$ cat src/rtl/core/acr_pkg.sv
// ----------------------------------------------------------------------------
// acr_pkg
// Types and constants of the associative cache directory.
// ----------------------------------------------------------------------------
`default_nettype none

package acr_pkg;

   localparam int TAG_PORT_BITS   = 20;
   localparam int INDEX_PORT_BITS = 4;
   localparam int MODE_BITS       = 2;
   localparam int LINES_CFG_BITS  = 5;
   localparam int CSR_ADDR_BITS   = 3;
   localparam int CSR_DATA_BITS   = 32;

   localparam logic [MODE_BITS-1:0] MODE_LRU  = 2'd0;
   localparam logic [MODE_BITS-1:0] MODE_LFU  = 2'd1;
   localparam logic [MODE_BITS-1:0] MODE_FIFO = 2'd2;

   localparam logic REG_POLICY_MODE  = 1'b0;
   localparam logic REG_LINES_IN_USE = 1'b1;

   localparam logic [MODE_BITS-1:0]      POLICY_MODE_RESET  = MODE_LRU;
   localparam logic [LINES_CFG_BITS-1:0] LINES_IN_USE_RESET = 5'd16;

   typedef enum logic [2:0] {
      ST_IDLE,
      ST_SCAN,
      ST_SCAN_END,
      ST_UPDATE,
      ST_UPDATE_END
   } state_type;

   typedef struct packed {
      logic load;
      logic clear_addr;
      logic scan_rd;
      logic upd_rd;
   } dp_cmd_type;

   typedef struct packed {
      logic last;
   } dp_status_type;

endpackage

`default_nettype wire

$ cat src/rtl/core/acr_ram.sv
// ----------------------------------------------------------------------------
// acr_ram
// Generic RAM, one write port and one read port with registered read data.
// ----------------------------------------------------------------------------
`default_nettype none

module acr_ram #(
   parameter int WIDTH = 36,
   parameter int DEPTH = 16
) (
   input  wire logic                     clock,
   input  wire logic                     wr_en,
   input  wire logic [$clog2(DEPTH)-1:0] wr_addr,
   input  wire logic [WIDTH-1:0]         wr_data,
   input  wire logic                     rd_en,
   input  wire logic [$clog2(DEPTH)-1:0] rd_addr,
   output logic      [WIDTH-1:0]         rd_data
);

   logic [WIDTH-1:0] mem_ff [DEPTH];
   logic [WIDTH-1:0] rd_data_ff;

   always_ff @(posedge clock) begin
      if (wr_en) begin
         mem_ff[wr_addr] <= wr_data;
      end
      if (rd_en) begin
         rd_data_ff <= mem_ff[rd_addr];
      end
   end

   assign rd_data = rd_data_ff;

endmodule

`default_nettype wire

$ cat src/rtl/core/acr_csr.sv
// ----------------------------------------------------------------------------
// acr_csr
// Configuration registers: replacement policy and number of active lines.
// ----------------------------------------------------------------------------
`default_nettype none

module acr_csr (
   input  wire logic                                 clock,
   input  wire logic                                 reset,
   input  wire logic                                 psel,
   input  wire logic                                 penable,
   input  wire logic                                 pwrite,
   input  wire logic [acr_pkg::CSR_ADDR_BITS-1:0]    paddr,
   input  wire logic [acr_pkg::CSR_DATA_BITS-1:0]    pwdata,
   output logic      [acr_pkg::CSR_DATA_BITS-1:0]    prdata,
   output logic                                      pready,
   output logic      [acr_pkg::MODE_BITS-1:0]        policy_mode,
   output logic      [acr_pkg::LINES_CFG_BITS-1:0]   lines_in_use
);

   import acr_pkg::*;

   logic [MODE_BITS-1:0]      policy_mode_ff, policy_mode_in;
   logic [LINES_CFG_BITS-1:0] lines_in_use_ff, lines_in_use_in;
   logic                      reg_index;
   logic                      wr_strobe;

   assign reg_index = paddr[CSR_ADDR_BITS-1];
   assign wr_strobe = psel && penable && pwrite;
   assign pready    = 1'b1;

   always_comb begin
      policy_mode_in  = policy_mode_ff;
      lines_in_use_in = lines_in_use_ff;
      if (wr_strobe) begin
         case (reg_index)
            REG_POLICY_MODE:  policy_mode_in  = pwdata[MODE_BITS-1:0];
            REG_LINES_IN_USE: lines_in_use_in = pwdata[LINES_CFG_BITS-1:0];
            default: ;
         endcase
      end
   end

   always_comb begin
      case (reg_index)
         REG_POLICY_MODE:  prdata = CSR_DATA_BITS'(policy_mode_ff);
         REG_LINES_IN_USE: prdata = CSR_DATA_BITS'(lines_in_use_ff);
         default:          prdata = '0;
      endcase
   end

   always_ff @(posedge clock) begin
      if (reset) begin
         policy_mode_ff  <= POLICY_MODE_RESET;
         lines_in_use_ff <= LINES_IN_USE_RESET;
      end else begin
         policy_mode_ff  <= policy_mode_in;
         lines_in_use_ff <= lines_in_use_in;
      end
   end

   assign policy_mode  = policy_mode_ff;
   assign lines_in_use = lines_in_use_ff;

endmodule

`default_nettype wire

$ cat src/rtl/core/acr_ctrl.sv
// ----------------------------------------------------------------------------
// acr_ctrl
// Sequencer: lookup scan over the active lines, then update pass, then result.
// ----------------------------------------------------------------------------
`default_nettype none

module acr_ctrl (
   input  wire logic                   clock,
   input  wire logic                   reset,
   input  wire logic                   start,
   output logic                        busy,
   output logic                        rsp_valid,
   output acr_pkg::dp_cmd_type         cmd,
   input  wire acr_pkg::dp_status_type status
);

   import acr_pkg::*;

   state_type state_ff, state_in;

   always_ff @(posedge clock) begin
      if (reset) begin
         state_ff <= ST_IDLE;
      end else begin
         state_ff <= state_in;
      end
   end

   always_comb begin
      state_in  = state_ff;
      cmd       = '0;
      busy      = 1'b1;
      rsp_valid = 1'b0;
      case (state_ff)
         ST_IDLE: begin
            busy = 1'b0;
            if (start) begin
               cmd.load = 1'b1;
               state_in = ST_SCAN;
            end
         end
         ST_SCAN: begin
            cmd.scan_rd = 1'b1;
            if (status.last) begin
               state_in = ST_SCAN_END;
            end
         end
         ST_SCAN_END: begin
            cmd.clear_addr = 1'b1;
            state_in       = ST_UPDATE;
         end
         ST_UPDATE: begin
            cmd.upd_rd = 1'b1;
            if (status.last) begin
               state_in = ST_UPDATE_END;
            end
         end
         ST_UPDATE_END: begin
            rsp_valid = 1'b1;
            state_in  = ST_IDLE;
         end
         default: begin
            state_in = ST_IDLE;
         end
      endcase
   end

endmodule

`default_nettype wire

$ cat src/rtl/core/acr_dp.sv
// ----------------------------------------------------------------------------
// acr_dp
// Datapath: line store, valid bits, scan compare and counter update.
// ----------------------------------------------------------------------------
`default_nettype none

module acr_dp #(
   parameter int LINES      = 16,
   parameter int TAG_BITS   = 20,
   parameter int COUNT_BITS = 16
) (
   input  wire logic                                clock,
   input  wire logic                                reset,
   input  wire acr_pkg::dp_cmd_type                 cmd,
   output acr_pkg::dp_status_type                   status,
   input  wire logic [acr_pkg::TAG_PORT_BITS-1:0]   req_block_tag,
   input  wire logic [acr_pkg::MODE_BITS-1:0]       policy_mode,
   input  wire logic [acr_pkg::LINES_CFG_BITS-1:0]  lines_in_use,
   output logic                                     rsp_hit,
   output logic      [acr_pkg::INDEX_PORT_BITS-1:0] rsp_line_index,
   output logic                                     rsp_evicted_valid,
   output logic      [acr_pkg::TAG_PORT_BITS-1:0]   rsp_evicted_tag
);

   import acr_pkg::*;

   localparam int IDX_W  = $clog2(LINES);
   localparam int WORD_W = TAG_BITS + COUNT_BITS;
   localparam logic [COUNT_BITS-1:0] CNT_MAX = '1;

   logic [LINES-1:0]      valid_ff, valid_in;
   logic [TAG_BITS-1:0]   tag_ff, tag_in;
   logic                  lfu_ff, lfu_in;
   logic                  fifo_ff, fifo_in;
   logic [IDX_W-1:0]      last_ff, last_in;
   logic [IDX_W-1:0]      addr_ff, addr_in;
   logic                  s1_scan_ff, s1_upd_ff;
   logic [IDX_W-1:0]      s1_idx_ff;
   logic                  hit_ff, hit_in;
   logic [IDX_W-1:0]      hit_idx_ff, hit_idx_in;
   logic                  empty_ff, empty_in;
   logic [IDX_W-1:0]      empty_idx_ff, empty_idx_in;
   logic [IDX_W-1:0]      best_idx_ff, best_idx_in;
   logic [COUNT_BITS-1:0] best_cnt_ff, best_cnt_in;
   logic [TAG_BITS-1:0]   best_tag_ff, best_tag_in;

   logic [WORD_W-1:0]     rd_data;
   logic [WORD_W-1:0]     wr_data;
   logic                  wr_en;
   logic [TAG_BITS-1:0]   rd_tag;
   logic [COUNT_BITS-1:0] rd_cnt;
   logic                  cur_valid;
   logic [COUNT_BITS-1:0] cur_cnt;
   logic [COUNT_BITS-1:0] cur_sat;
   logic [COUNT_BITS-1:0] scan_cnt;
   logic [COUNT_BITS-1:0] new_cnt;
   logic [TAG_BITS-1:0]   new_tag;
   logic                  better;
   logic                  is_victim;
   logic [IDX_W-1:0]      victim;
   logic [IDX_W-1:0]      last_cfg;

   acr_ram #(
      .WIDTH (WORD_W),
      .DEPTH (LINES)
   ) u_line_ram (
      .clock   (clock),
      .wr_en   (wr_en),
      .wr_addr (s1_idx_ff),
      .wr_data (wr_data),
      .rd_en   (cmd.scan_rd || cmd.upd_rd),
      .rd_addr (addr_ff),
      .rd_data (rd_data)
   );

   assign rd_tag    = rd_data[WORD_W-1:COUNT_BITS];
   assign rd_cnt    = rd_data[COUNT_BITS-1:0];
   assign cur_valid = valid_ff[s1_idx_ff];
   assign cur_cnt   = cur_valid ? rd_cnt : '0;
   assign cur_sat   = (cur_cnt == CNT_MAX) ? cur_cnt : cur_cnt + COUNT_BITS'(1);
   assign scan_cnt  = (fifo_ff && cur_valid) ? cur_sat : cur_cnt;
   assign better    = lfu_ff ? (scan_cnt < best_cnt_ff) : (scan_cnt > best_cnt_ff);
   assign victim    = empty_ff ? empty_idx_ff : best_idx_ff;
   assign is_victim = !hit_ff && (s1_idx_ff == victim);

   assign status.last = (addr_ff == last_ff);

   // clamp the active line count to 1..LINES
   always_comb begin
      if (lines_in_use == '0) begin
         last_cfg = '0;
      end else if (32'(lines_in_use) > 32'(LINES)) begin
         last_cfg = IDX_W'(LINES - 1);
      end else begin
         last_cfg = IDX_W'(lines_in_use - LINES_CFG_BITS'(1));
      end
   end

   // new counter and tag of the line coming back in the update pass
   always_comb begin
      new_tag = rd_tag;
      if (fifo_ff) begin
         new_cnt = cur_valid ? cur_sat : cur_cnt;
      end else if (hit_ff && lfu_ff) begin
         new_cnt = (s1_idx_ff == hit_idx_ff) ? cur_sat : cur_cnt;
      end else if (hit_ff) begin
         new_cnt = (s1_idx_ff == hit_idx_ff) ? '0 : (cur_valid ? cur_sat : cur_cnt);
      end else begin
         new_cnt = cur_cnt;
      end
      if (is_victim) begin
         new_tag = tag_ff;
         new_cnt = '0;
      end
   end

   assign wr_en   = s1_upd_ff;
   assign wr_data = {new_tag, new_cnt};

   always_comb begin
      valid_in     = valid_ff;
      tag_in       = tag_ff;
      lfu_in       = lfu_ff;
      fifo_in      = fifo_ff;
      last_in      = last_ff;
      addr_in      = addr_ff;
      hit_in       = hit_ff;
      hit_idx_in   = hit_idx_ff;
      empty_in     = empty_ff;
      empty_idx_in = empty_idx_ff;
      best_idx_in  = best_idx_ff;
      best_cnt_in  = best_cnt_ff;
      best_tag_in  = best_tag_ff;

      if (cmd.load) begin
         tag_in   = TAG_BITS'(req_block_tag);
         lfu_in   = (policy_mode == MODE_LFU);
         fifo_in  = (policy_mode == MODE_FIFO);
         last_in  = last_cfg;
         hit_in   = 1'b0;
         empty_in = 1'b0;
      end

      if (cmd.load || cmd.clear_addr) begin
         addr_in = '0;
      end else if (cmd.scan_rd || cmd.upd_rd) begin
         addr_in = addr_ff + IDX_W'(1);
      end

      if (s1_scan_ff) begin
         if (cur_valid && (rd_tag == tag_ff) && !hit_ff) begin
            hit_in     = 1'b1;
            hit_idx_in = s1_idx_ff;
         end
         if (!cur_valid && !empty_ff) begin
            empty_in     = 1'b1;
            empty_idx_in = s1_idx_ff;
         end
         if ((s1_idx_ff == '0) || better) begin
            best_idx_in = s1_idx_ff;
            best_cnt_in = scan_cnt;
            best_tag_in = rd_tag;
         end
      end

      if (s1_upd_ff && is_victim) begin
         valid_in[s1_idx_ff] = 1'b1;
      end
   end

   always_ff @(posedge clock) begin
      if (reset) begin
         valid_ff   <= '0;
         addr_ff    <= '0;
         s1_scan_ff <= 1'b0;
         s1_upd_ff  <= 1'b0;
      end else begin
         valid_ff   <= valid_in;
         addr_ff    <= addr_in;
         s1_scan_ff <= cmd.scan_rd;
         s1_upd_ff  <= cmd.upd_rd;
      end
   end

   always_ff @(posedge clock) begin
      tag_ff       <= tag_in;
      lfu_ff       <= lfu_in;
      fifo_ff      <= fifo_in;
      last_ff      <= last_in;
      s1_idx_ff    <= addr_ff;
      hit_ff       <= hit_in;
      hit_idx_ff   <= hit_idx_in;
      empty_ff     <= empty_in;
      empty_idx_ff <= empty_idx_in;
      best_idx_ff  <= best_idx_in;
      best_cnt_ff  <= best_cnt_in;
      best_tag_ff  <= best_tag_in;
   end

   assign rsp_hit           = hit_ff;
   assign rsp_line_index    = INDEX_PORT_BITS'(hit_ff ? hit_idx_ff : victim);
   assign rsp_evicted_valid = !hit_ff && !empty_ff;
   assign rsp_evicted_tag   = rsp_evicted_valid ? TAG_PORT_BITS'(best_tag_ff) : '0;

endmodule

`default_nettype wire

$ cat src/rtl/core/assoc_cache_counter_replacement.sv
// ----------------------------------------------------------------------------
// assoc_cache_counter_replacement
// Fully associative cache directory with LRU, LFU and FIFO counter replacement.
//
//   channel   ports                               handshake
//   request   req_block_tag                       start && !busy
//   result    rsp_hit, rsp_line_index,            rsp_valid, one cycle
//             rsp_evicted_valid, rsp_evicted_tag
//   config    psel, penable, pwrite, paddr, ...   psel && penable && pwrite
//
// An item runs a lookup scan over the N active lines, one line store read per
// cycle, then an update pass with one read-modify-write per cycle; no new
// request is accepted until busy falls.
// The result strobe comes in the last busy cycle; the receiver cannot stall.
// Reset empties every line and restores policy LRU with 16 active lines.
// ----------------------------------------------------------------------------
`default_nettype none

module assoc_cache_counter_replacement #(
   parameter int LINES      = 16,
   parameter int TAG_BITS   = 20,
   parameter int COUNT_BITS = 16
) (
   input  wire logic                                clock,
   input  wire logic                                reset,
   input  wire logic                                start,
   output logic                                     busy,
   input  wire logic [acr_pkg::TAG_PORT_BITS-1:0]   req_block_tag,
   output logic                                     rsp_valid,
   output logic                                     rsp_hit,
   output logic      [acr_pkg::INDEX_PORT_BITS-1:0] rsp_line_index,
   output logic                                     rsp_evicted_valid,
   output logic      [acr_pkg::TAG_PORT_BITS-1:0]   rsp_evicted_tag,
   input  wire logic                                psel,
   input  wire logic                                penable,
   input  wire logic                                pwrite,
   input  wire logic [acr_pkg::CSR_ADDR_BITS-1:0]   paddr,
   input  wire logic [acr_pkg::CSR_DATA_BITS-1:0]   pwdata,
   output logic      [acr_pkg::CSR_DATA_BITS-1:0]   prdata,
   output logic                                     pready
);

   import acr_pkg::*;

   dp_cmd_type                cmd;
   dp_status_type             status;
   logic [MODE_BITS-1:0]      policy_mode;
   logic [LINES_CFG_BITS-1:0] lines_in_use;

   acr_csr u_csr (
      .clock        (clock),
      .reset        (reset),
      .psel         (psel),
      .penable      (penable),
      .pwrite       (pwrite),
      .paddr        (paddr),
      .pwdata       (pwdata),
      .prdata       (prdata),
      .pready       (pready),
      .policy_mode  (policy_mode),
      .lines_in_use (lines_in_use)
   );

   acr_ctrl u_ctrl (
      .clock     (clock),
      .reset     (reset),
      .start     (start),
      .busy      (busy),
      .rsp_valid (rsp_valid),
      .cmd       (cmd),
      .status    (status)
   );

   acr_dp #(
      .LINES      (LINES),
      .TAG_BITS   (TAG_BITS),
      .COUNT_BITS (COUNT_BITS)
   ) u_dp (
      .clock             (clock),
      .reset             (reset),
      .cmd               (cmd),
      .status            (status),
      .req_block_tag     (req_block_tag),
      .policy_mode       (policy_mode),
      .lines_in_use      (lines_in_use),
      .rsp_hit           (rsp_hit),
      .rsp_line_index    (rsp_line_index),
      .rsp_evicted_valid (rsp_evicted_valid),
      .rsp_evicted_tag   (rsp_evicted_tag)
   );

endmodule

`default_nettype wire

$ cat config.mk
export PLATFORM = sky130hd
export DESIGN_NAME = assoc_cache_counter_replacement
export DESIGN_NICKNAME = d
export VERILOG_FILES = /design/src/rtl/core/acr_pkg.sv /design/src/rtl/core/acr_ram.sv /design/src/rtl/core/acr_csr.sv /design/src/rtl/core/acr_ctrl.sv /design/src/rtl/core/acr_dp.sv /design/src/rtl/core/assoc_cache_counter_replacement.sv
export SDC_FILE = /design/constraint.sdc
export NUM_CORES = 1
export LEC_CHECK = 0
export BUFFER_PORTS_ARGS = -buffer_cell sky130_fd_sc_hd__buf_2
export CORE_MARGIN = 2
export CORE_UTILIZATION = 61
export DETAILED_ROUTE_END_ITERATION = 16
export PLACE_DENSITY = 0.8
export SYNTH_ARGS = -nofsm -noshare
export SYNTH_HDL_FRONTEND = slang
export SYNTH_HIERARCHICAL = 1
export SYNTH_SLANG_ARGS = --single-unit
$ cat constraint.sdc
create_clock -name clock -period 7.8 [get_ports clock]
set_input_delay 1.17 -clock clock [delete_from_list [all_inputs] [get_ports clock]]
set_output_delay 1.17 -clock clock [all_outputs]
set_load 0.02 [all_outputs]
==> results of run 1 <==
## synthesized netlist by cell type (19+ instances only)
cell type / n / area (um2)
buf_4: 30 / 225
buf_2: 24 / 120
mux2i_1: 21 / 210
dfxtp_1: 38 / 761
a21oi_1: 34 / 170
xor2_1: 38 / 333
mux4_2: 147 / 3310
clkbuf_1: 42 / 158
nor2_1: 69 / 259
a22oi_1: 73 / 548
ha_1: 19 / 238
edfxtp_1: 686 / 20600
nand2_1: 126 / 473
inv_1: 32 / 120
and2_1: 26 / 163
## cells by family after synthesis
| family | count (synthesis) | share of synthesized area |
|---|---|---|
| simple gates | 352 | 0.0600 |
| flops | 724 | 0.723 |
| other cells | 2 | 0.000254 |
| compound gates | 184 | 0.0460 |
| mux | 172 | 0.121 |
| fa+ha+maj | 19 | 0.00804 |
| buf+inv | 146 | 0.0267 |
| xor+xnor | 51 | 0.0159 |
## flip-flops by register name, indices dropped and copies added, names as in the netlist, 3 cells and up
| signal | flops |
|---|---|
| u_ctrl/state_ff | 3 |
| u_dp/s1_idx_ff | 4 |
| u_dp/u_line_ram/mem_ff | 576 |
| u_dp/tag_ff | 20 |
| u_dp/last_ff | 4 |
| u_csr/lines_in_use | 5 |
| u_dp/addr_ff | 4 |
| u_dp/best_cnt_ff | 16 |
| u_dp/empty_idx_ff | 4 |
| u_dp/valid_ff | 16 |
| u_dp/u_line_ram/rd_data | 36 |
| u_dp/best_idx_ff | 4 |
| u_dp/best_tag_ff | 20 |
| u_dp/hit_idx_ff | 4 |
## cell type report
type                    count  area, um2
clock inverters            36        403
clock buffers              86       1830
fillers                  2852      14900
multi-input cells         806       7660
repair buffers            103        638
well taps                 615        769
flip-flops and latches    724      21400
inverters                  33        124
## metrics by stage
step / setup slack (ns) / instances / hold slack (ns)
3_3_place_gp: 1.47 / 2280 / 0.444
2_1_floorplan: 1.89 / 1676 / 0.398
4_1_cts: 1.46 / 2402 / 0.473
5_1_grt: 0.949 / 2403 / 0.506
3_5_place_dp: 1.46 / 2280 / 0.459
6_report: 1.42 / 2403 / 0.470
## cell usage in the layout, fill, tap and decap left out, types with 6 or more instances in the layout
cell / instances
edfxtp_1: 686
mux4_2: 147
nand2_1: 126
a22oi_1: 73
clkbuf_16: 69
buf_2: 64
nor2_1: 56
xor2_1: 38
buf_4: 36
dfxtp_1: 36
a21oi_1: 34
inv_1: 32
conb_1: 28
and2_1: 25
mux2i_1: 21
ha_1: 19
nand3_1: 18
clkinv_1: 15
nand2b_1: 15
nor2_4: 14
o21ai_0: 14
clkbuf_1: 13
nor3_1: 12
nand4_1: 12
a31oi_1: 12
and3_1: 10
xnor2_1: 10
nor2b_1: 10
clkinv_2: 8
bufinv_16: 8
and4_1: 8
nand3b_1: 6
## routing by layer
| metal | part of all wire | wire length, um | vias to the layer above |
|---|---|---|---|
| li1 | - | - | 6668 |
| met1 | 0.36 | 24500 | 8110 |
| met2 | 0.50 | 34200 | 993 |
| met3 | 0.10 | 7030 | 186 |
| met4 | 0.046 | 3180 | 0 |
| met5 | 0 | 0 | - |
## power breakdown
group          internal, mW  switching (mW)  total (mW)
registers              4.30          0.0473        4.35
logic                 0.139           0.237       0.376
clock network          1.94            1.39        3.33
## worst paths after layout
path                               end  cells after the start
setup / recovery  u_dp/best_tag_ff[14]                     20
hold / removal       u_dp/valid_ff[12]                      2
setup reg to reg  u_dp/best_tag_ff[14]                     20
hold reg to reg      u_dp/valid_ff[12]                      2
## worst reg2reg max path, cell delays in order, from the launching register on
cell,delay [ns]
dfxtp_1,0.95
mux4_2,0.61
mux2i_1,0.26
o32ai_2,0.13
buf_4,0.23
and2_1,0.18
ha_1,0.28
and3_1,0.28
nand3_1,0.18
o21a_1,0.44
nand3_1,0.15
xor2_1,0.16
nor2_1,0.14
ha_1,0.28
a2111oi_0,0.40
o31ai_1,0.14
a31oi_1,0.27
a21oi_1,0.11
o221ai_1,0.19
o31a_2,0.38
buf_12,0.27
==> flow_metrics.env, run 1 <==
export IMPL_crit_chain="mux4_2, mux2i_1, o32ai_2, buf_4, and2_1, ha_1, and3_1, nand3_1, o21a_1, nand3_1, xor2_1, nor2_1, ha_1, a2111oi_0, o31ai_1, a31oi_1, a21oi_1, o221ai_1, o31a_2, buf_12"
export IMPL_worst_slew_pin_slew_ns=1.38
export IMPL_fmax_ghz=0.157
export IMPL_postCtsSetupRepairBufs=0
export IMPL_hold_viol=0
export IMPL_slowest_delay_ns=0.95
export IMPL_rows=80
export IMPL_firstDrtPassIters=5
export IMPL_viasPerCell=6.64
export IMPL_avgSynthCellArea_um2=17.9
export IMPL_ff2ff_setup_slack_ns=1.42
export IMPL_fin_setup_tns_ns=0
export IMPL_synth_cell_type_count=80
export IMPL_fp_dieArea_um2=50200
export IMPL_cts_buffer_depth=3
export IMPL_grt_ovfl_total=0
export IMPL_cts_max_level=3
export IMPL_grt_busiest_layer="met2"
export IMPL_tritoncts="built"
export IMPL_cts_hold_buf=0
export IMPL_gr_usage_met2=0.460
export IMPL_fp_coreArea_um2=47700
export IMPL_hold_class="reg2reg"
export IMPL_cts_resized=0
export IMPL_chipWidth_um=224
export IMPL_critPathMaxFanout=29
export IMPL_hp_start="u_dp/valid_ff[12]"
export IMPL_cts_root_buf="clkbuf_16"
export IMPL_synthToLayoutAreaGrowth_pct=10.9
export IMPL_syn_inst=1650
export IMPL_start_kind="flip-flop"
export IMPL_ioPinCount=122
export IMPL_numCtsBuffers=69
export IMPL_grt_use_met1=0.370
export IMPL_insertion_delay_ns=0.61
export IMPL_worst_setup_path_end_kind="flip-flop"
export IMPL_min_period_over_period=0.818
export IMPL_p_leak_nw=10.3
export IMPL_antenna_found_initial=0
export IMPL_drv_slew=0
export IMPL_final_util=0.687
export IMPL_cp_top_family="compound AO/OA/AOI/OAI gates"
export IMPL_drtAntennaViolNets=0
export IMPL_wl_um=69000
export IMPL_drt_iter0_drc=1732
export IMPL_max_slew_margin=0.0716
export IMPL_min_period_ns=6.38
export IMPL_drc_errors=0
export IMPL_ir_drop_mv=0.209
export IMPL_layout_drive_gt1_share=0.226
export IMPL_cts_sinks=724
export IMPL_rsz0062_at_grt="false"
export IMPL_stdcell_area_um2=32800
export IMPL_start_util=0.619
export IMPL_crit_arrival_ns=6.66
export IMPL_yosysWarningCount=6
export IMPL_place_gp_congestion=0.901
export IMPL_setup_viol=0
export IMPL_track_usage=0.282
export IMPL_status="finished, final reports clean"
export IMPL_ys_seq_area_frac=0.723
export IMPL_wl_per_cell_um=28.7
export IMPL_synthArstFlopShare=0
export IMPL_grt_max_degree=109
export IMPL_grt_pass1_vias=16100
export IMPL_num_vias=16000
export IMPL_grt_pass1_wl_um=102000
export IMPL_synth_edf_count=686
export IMPL_cap_violations=0
export IMPL_clk_pin_slew_worst_paths_ns=0.06
export IMPL_syn_area_um2=29600
export IMPL_fin_skew_ns=0.0351
export IMPL_diodes=0
export IMPL_port_buffer_count=64
export IMPL_powerDensity_nw_per_um2=246
export IMPL_placed_cell_area_um2=30600
export IMPL_crit_path_start="u_dp/s1_idx_ff[0]"
export IMPL_cp_num_buf_inv=2
export IMPL_cp_slowest_cell="dfxtp_1"
export IMPL_yosys_most_used_dff="edfxtp_1"
export IMPL_dpl_hpwl_um=36800
export IMPL_crit_type="reg2reg"
export IMPL_final_nets=1817
export IMPL_crit_required_ns=8.08
export IMPL_synth_seq_cells=724
export IMPL_r2r_start="u_dp/s1_idx_ff[0]"
export IMPL_die_h_um=224
export IMPL_grtUsageMet3=0.0510
export IMPL_finalPower_mw=8.05
(Power assumes the default switching activity.)
==> run 2: changes to the inputs <==
--- a/config.mk
+++ b/config.mk
@@ -7,9 +7,9 @@
 export LEC_CHECK = 0
 export BUFFER_PORTS_ARGS = -buffer_cell sky130_fd_sc_hd__buf_2
 export CORE_MARGIN = 2
-export CORE_UTILIZATION = 61
+export CORE_UTILIZATION = 55
 export DETAILED_ROUTE_END_ITERATION = 16
-export PLACE_DENSITY = 0.8
+export PLACE_DENSITY = 0.76
 export SYNTH_ARGS = -nofsm -noshare
 export SYNTH_HDL_FRONTEND = slang
 export SYNTH_HIERARCHICAL = 1
==> constraint.sdc (replaced) <==
create_clock -name clock -period 5.4 [get_ports clock]
set_input_delay 0.81 -clock clock [delete_from_list [all_inputs] [get_ports clock]]
set_output_delay 0.81 -clock clock [all_outputs]
set_load 0.02 [all_outputs]
==> run 2 against run 1 <==
Clock-buffer cell count fell by 2. First-iteration DRC count is 2.9% higher. Wire length decreased by 1.5%. Combinational power is 47% higher. Critical path depth did not move. Clock power increased by 43%. Via count down 1.7%. Sequential power is 44% higher. Register-to-register slack lost 1.0 ns. Global-route usage fell by 3.5 points. Power increased by 44%. Flip-flop and latch count did not move. Critical endpoint is now u_dp/best_tag_ff[6]. Largest cell class unchanged.
==> flow_metrics.env, run 2 (synthesis results as in run 1) <==
export IMPL_diodes=0
export IMPL_drc_errors=0
export IMPL_min_period_ns=5.02
export IMPL_p_int_mw=9.12
export IMPL_combPwrFrac=0.048
export IMPL_crit_type="reg2reg"
export IMPL_drtAntennaViolNets=0
export IMPL_cts_buffer_depth=3
export IMPL_setup_viol=0
export IMPL_grt_pass1_wl_um=101000
export IMPL_p_sw_frac=0.212
export IMPL_cap_violations=0
export IMPL_start_kind="flip-flop"
export IMPL_crit_arrival_ns=5.31
export IMPL_worstHoldEndpoint="u_dp/tag_ff[5]"
export IMPL_regMostFlops="u_dp/u_line_ram/mem_ff"
export IMPL_grt_busiest_layer="met2"
export IMPL_timing_rr_end="u_dp/best_tag_ff[6]"
export IMPL_fin_setup_tns_ns=0
export IMPL_crit_chain="mux4_2, mux2i_1, o32ai_2, and2_1, ha_1, and3_1, nand3_1, o21a_1, buf_4, nand3_1, xor2_1, nor2_1, ha_1, a21oi_1, o21ai_0, a31oi_2, a21oi_1, o221ai_1, o31a_4, buf_12"
export IMPL_fp_dieArea_um2=55600
export IMPL_fill_cells=3618
export IMPL_drv_slew=0
export IMPL_grt_pass1_vias=15900
export IMPL_pwr_share_seq=0.542
export IMPL_num_vias=15700
export IMPL_antenna_found_initial=0
export IMPL_insertion_delay_ns=0.61
export IMPL_slowest_delay_ns=0.52
export IMPL_critPathMaxFanout=21
export IMPL_layout_drive_gt1_share=0.236
export IMPL_crit_required_ns=5.69
export IMPL_multi_input_area_um2=7700
export IMPL_dpl_hpwl_um=36400
export IMPL_worst_slew_pin_slew_ns=1.35
export IMPL_p_sw_mw=2.46
export IMPL_wl_um=67900
export IMPL_cts_max_level=3
export IMPL_hold_class="in2reg"
export IMPL_worst_setup_path_end_kind="flip-flop"
export IMPL_firstDrtPassIters=5
export IMPL_gr_usage_met2=0.408
export IMPL_grt_use_met1=0.336
export IMPL_fp_coreArea_um2=52900
export IMPL_ff_latch_area_um2=21400
export IMPL_start_util=0.559
export IMPL_rows=84
export IMPL_p_leak_nw=10.4
export IMPL_track_usage=0.247
export IMPL_ioPinCount=122
export IMPL_final_nets=1832
export IMPL_hold_viol=0
export IMPL_chipWidth_um=236
export IMPL_hp_start="req_block_tag[5]"
export IMPL_fin_skew_ns=0.0218
export IMPL_hold_path_cell_count=1
export IMPL_final_util=0.625
export IMPL_wl_per_cell_um=27.2
export IMPL_ff2ff_setup_slack_ns=0.38
export IMPL_cts_root_buf="clkbuf_16"
export IMPL_grt_ovfl_total=0
export IMPL_r2r_start="u_dp/s1_idx_ff[0]"
export IMPL_ir_drop_mv=0.280
export IMPL_fmax_ghz=0.199
export IMPL_synthToLayoutAreaGrowth_pct=11.7
export IMPL_tritoncts="built"
export IMPL_cp_slowest_cell="mux4_2"
export IMPL_min_period_over_period=0.930
export IMPL_port_buffer_count=64
export IMPL_pwr_share_clk=0.411
export IMPL_powerDensity_nw_per_um2=351
export IMPL_numCtsBuffers=70
export IMPL_postCtsSetupRepairBufs=0
export IMPL_die_h_um=236
export IMPL_place_gp_congestion=0.892
export IMPL_viasPerCell=6.30
export IMPL_finalPower_mw=11.6
export IMPL_mostFrequentLayoutCell="edfxtp_1"
export IMPL_drt_iter0_drc=1782
export IMPL_largest_reg_flops=576
export IMPL_layout_common_cells="686 x edfxtp_1, 147 x mux4_2, 126 x nand2_1"
export IMPL_status="finished, final reports clean"
export IMPL_ff2ff_path_depth=20
export IMPL_cts_sinks=724
export IMPL_grt_max_degree=140
export IMPL_clk_pin_slew_worst_paths_ns=0.06
export IMPL_grtUsageMet3=0.0417
export IMPL_max_slew_margin=0.0915
==> run 2: worst max-delay path, delay by kind of cell (launching register included) <==
kind / cells / cell delay [ns]
DFF: 1 / 0.43
xor gates and xnor gates: 1 / 0.18
and+or+nand+nor: 5 / 0.86
AOI/OAI and AO/OA: 8 / 1.49
muxes: 2 / 0.80
buffers and inverters: 2 / 0.40
adders and majority gates: 2 / 0.51
==> run 2: worst max path at each step <==
stage                 startpoint                  end  depth (start not counted)
2_1_floorplan  u_dp/s1_idx_ff[0]  u_dp/best_cnt_ff[0]                         21
3_3_place_gp   u_dp/s1_idx_ff[0]  u_dp/best_idx_ff[0]                         19
3_5_place_dp   u_dp/s1_idx_ff[0]  u_dp/best_idx_ff[0]                         20
4_1_cts        u_dp/s1_idx_ff[0]  u_dp/best_cnt_ff[4]                         19
5_1_grt        u_dp/s1_idx_ff[0]  u_dp/best_cnt_ff[4]                         20
6_report       u_dp/s1_idx_ff[0]  u_dp/best_tag_ff[6]                         20
==> run 2: timing repair <==
action / 4_1_cts / 5_1_grt
endpoints found under the setup margin: 0 / 32
resized for setup: 0 / 3
hold buffers: 0 / 0
==> run 2: power by group through the flow <==
stage / clock network, mW / registers, mW / logic [mW]
floorplan: 0 / 6.35 / 0.433
global placement: 0 / 6.39 / 0.534
detailed placement: 0 / 6.39 / 0.550
CTS: 4.83 / 6.27 / 0.556
global route: 5.03 / 6.28 / 0.599
finish: 4.75 / 6.27 / 0.553
==> run 2: cell type report <==
| type | count | share of cell area |
|---|---|---|
| repair buffers | 117 | 0.0229 |
| well taps | 688 | 0.0261 |
| multi-input cells | 806 | 0.233 |
| inverters | 33 | 0.00375 |
| clock buffers | 84 | 0.0562 |
| flip-flops and latches | 724 | 0.647 |
| clock inverters | 40 | 0.0111 |
==> run 2: routing by layer <==
layer,up-vias,part of all wire,wire [um]
met4,0,0.027,1850
met5,-,0,0
li1,6706,-,-
met3,127,0.078,5330
met2,746,0.50,34300
met1,8109,0.39,26500
==> run 2: stage by stage <==
step	std cells	setup slack (ns)	instance area [um2]	hold slack [ns]
CTS	2492	0.269	33000	0.355
global placement	2368	0.338	30800	0.443
floorplan	1676	0.178	29700	0.398
finish	2492	0.377	33000	0.378
global route	2492	-0.00193	33000	0.356
detailed placement	2368	0.308	30800	0.454
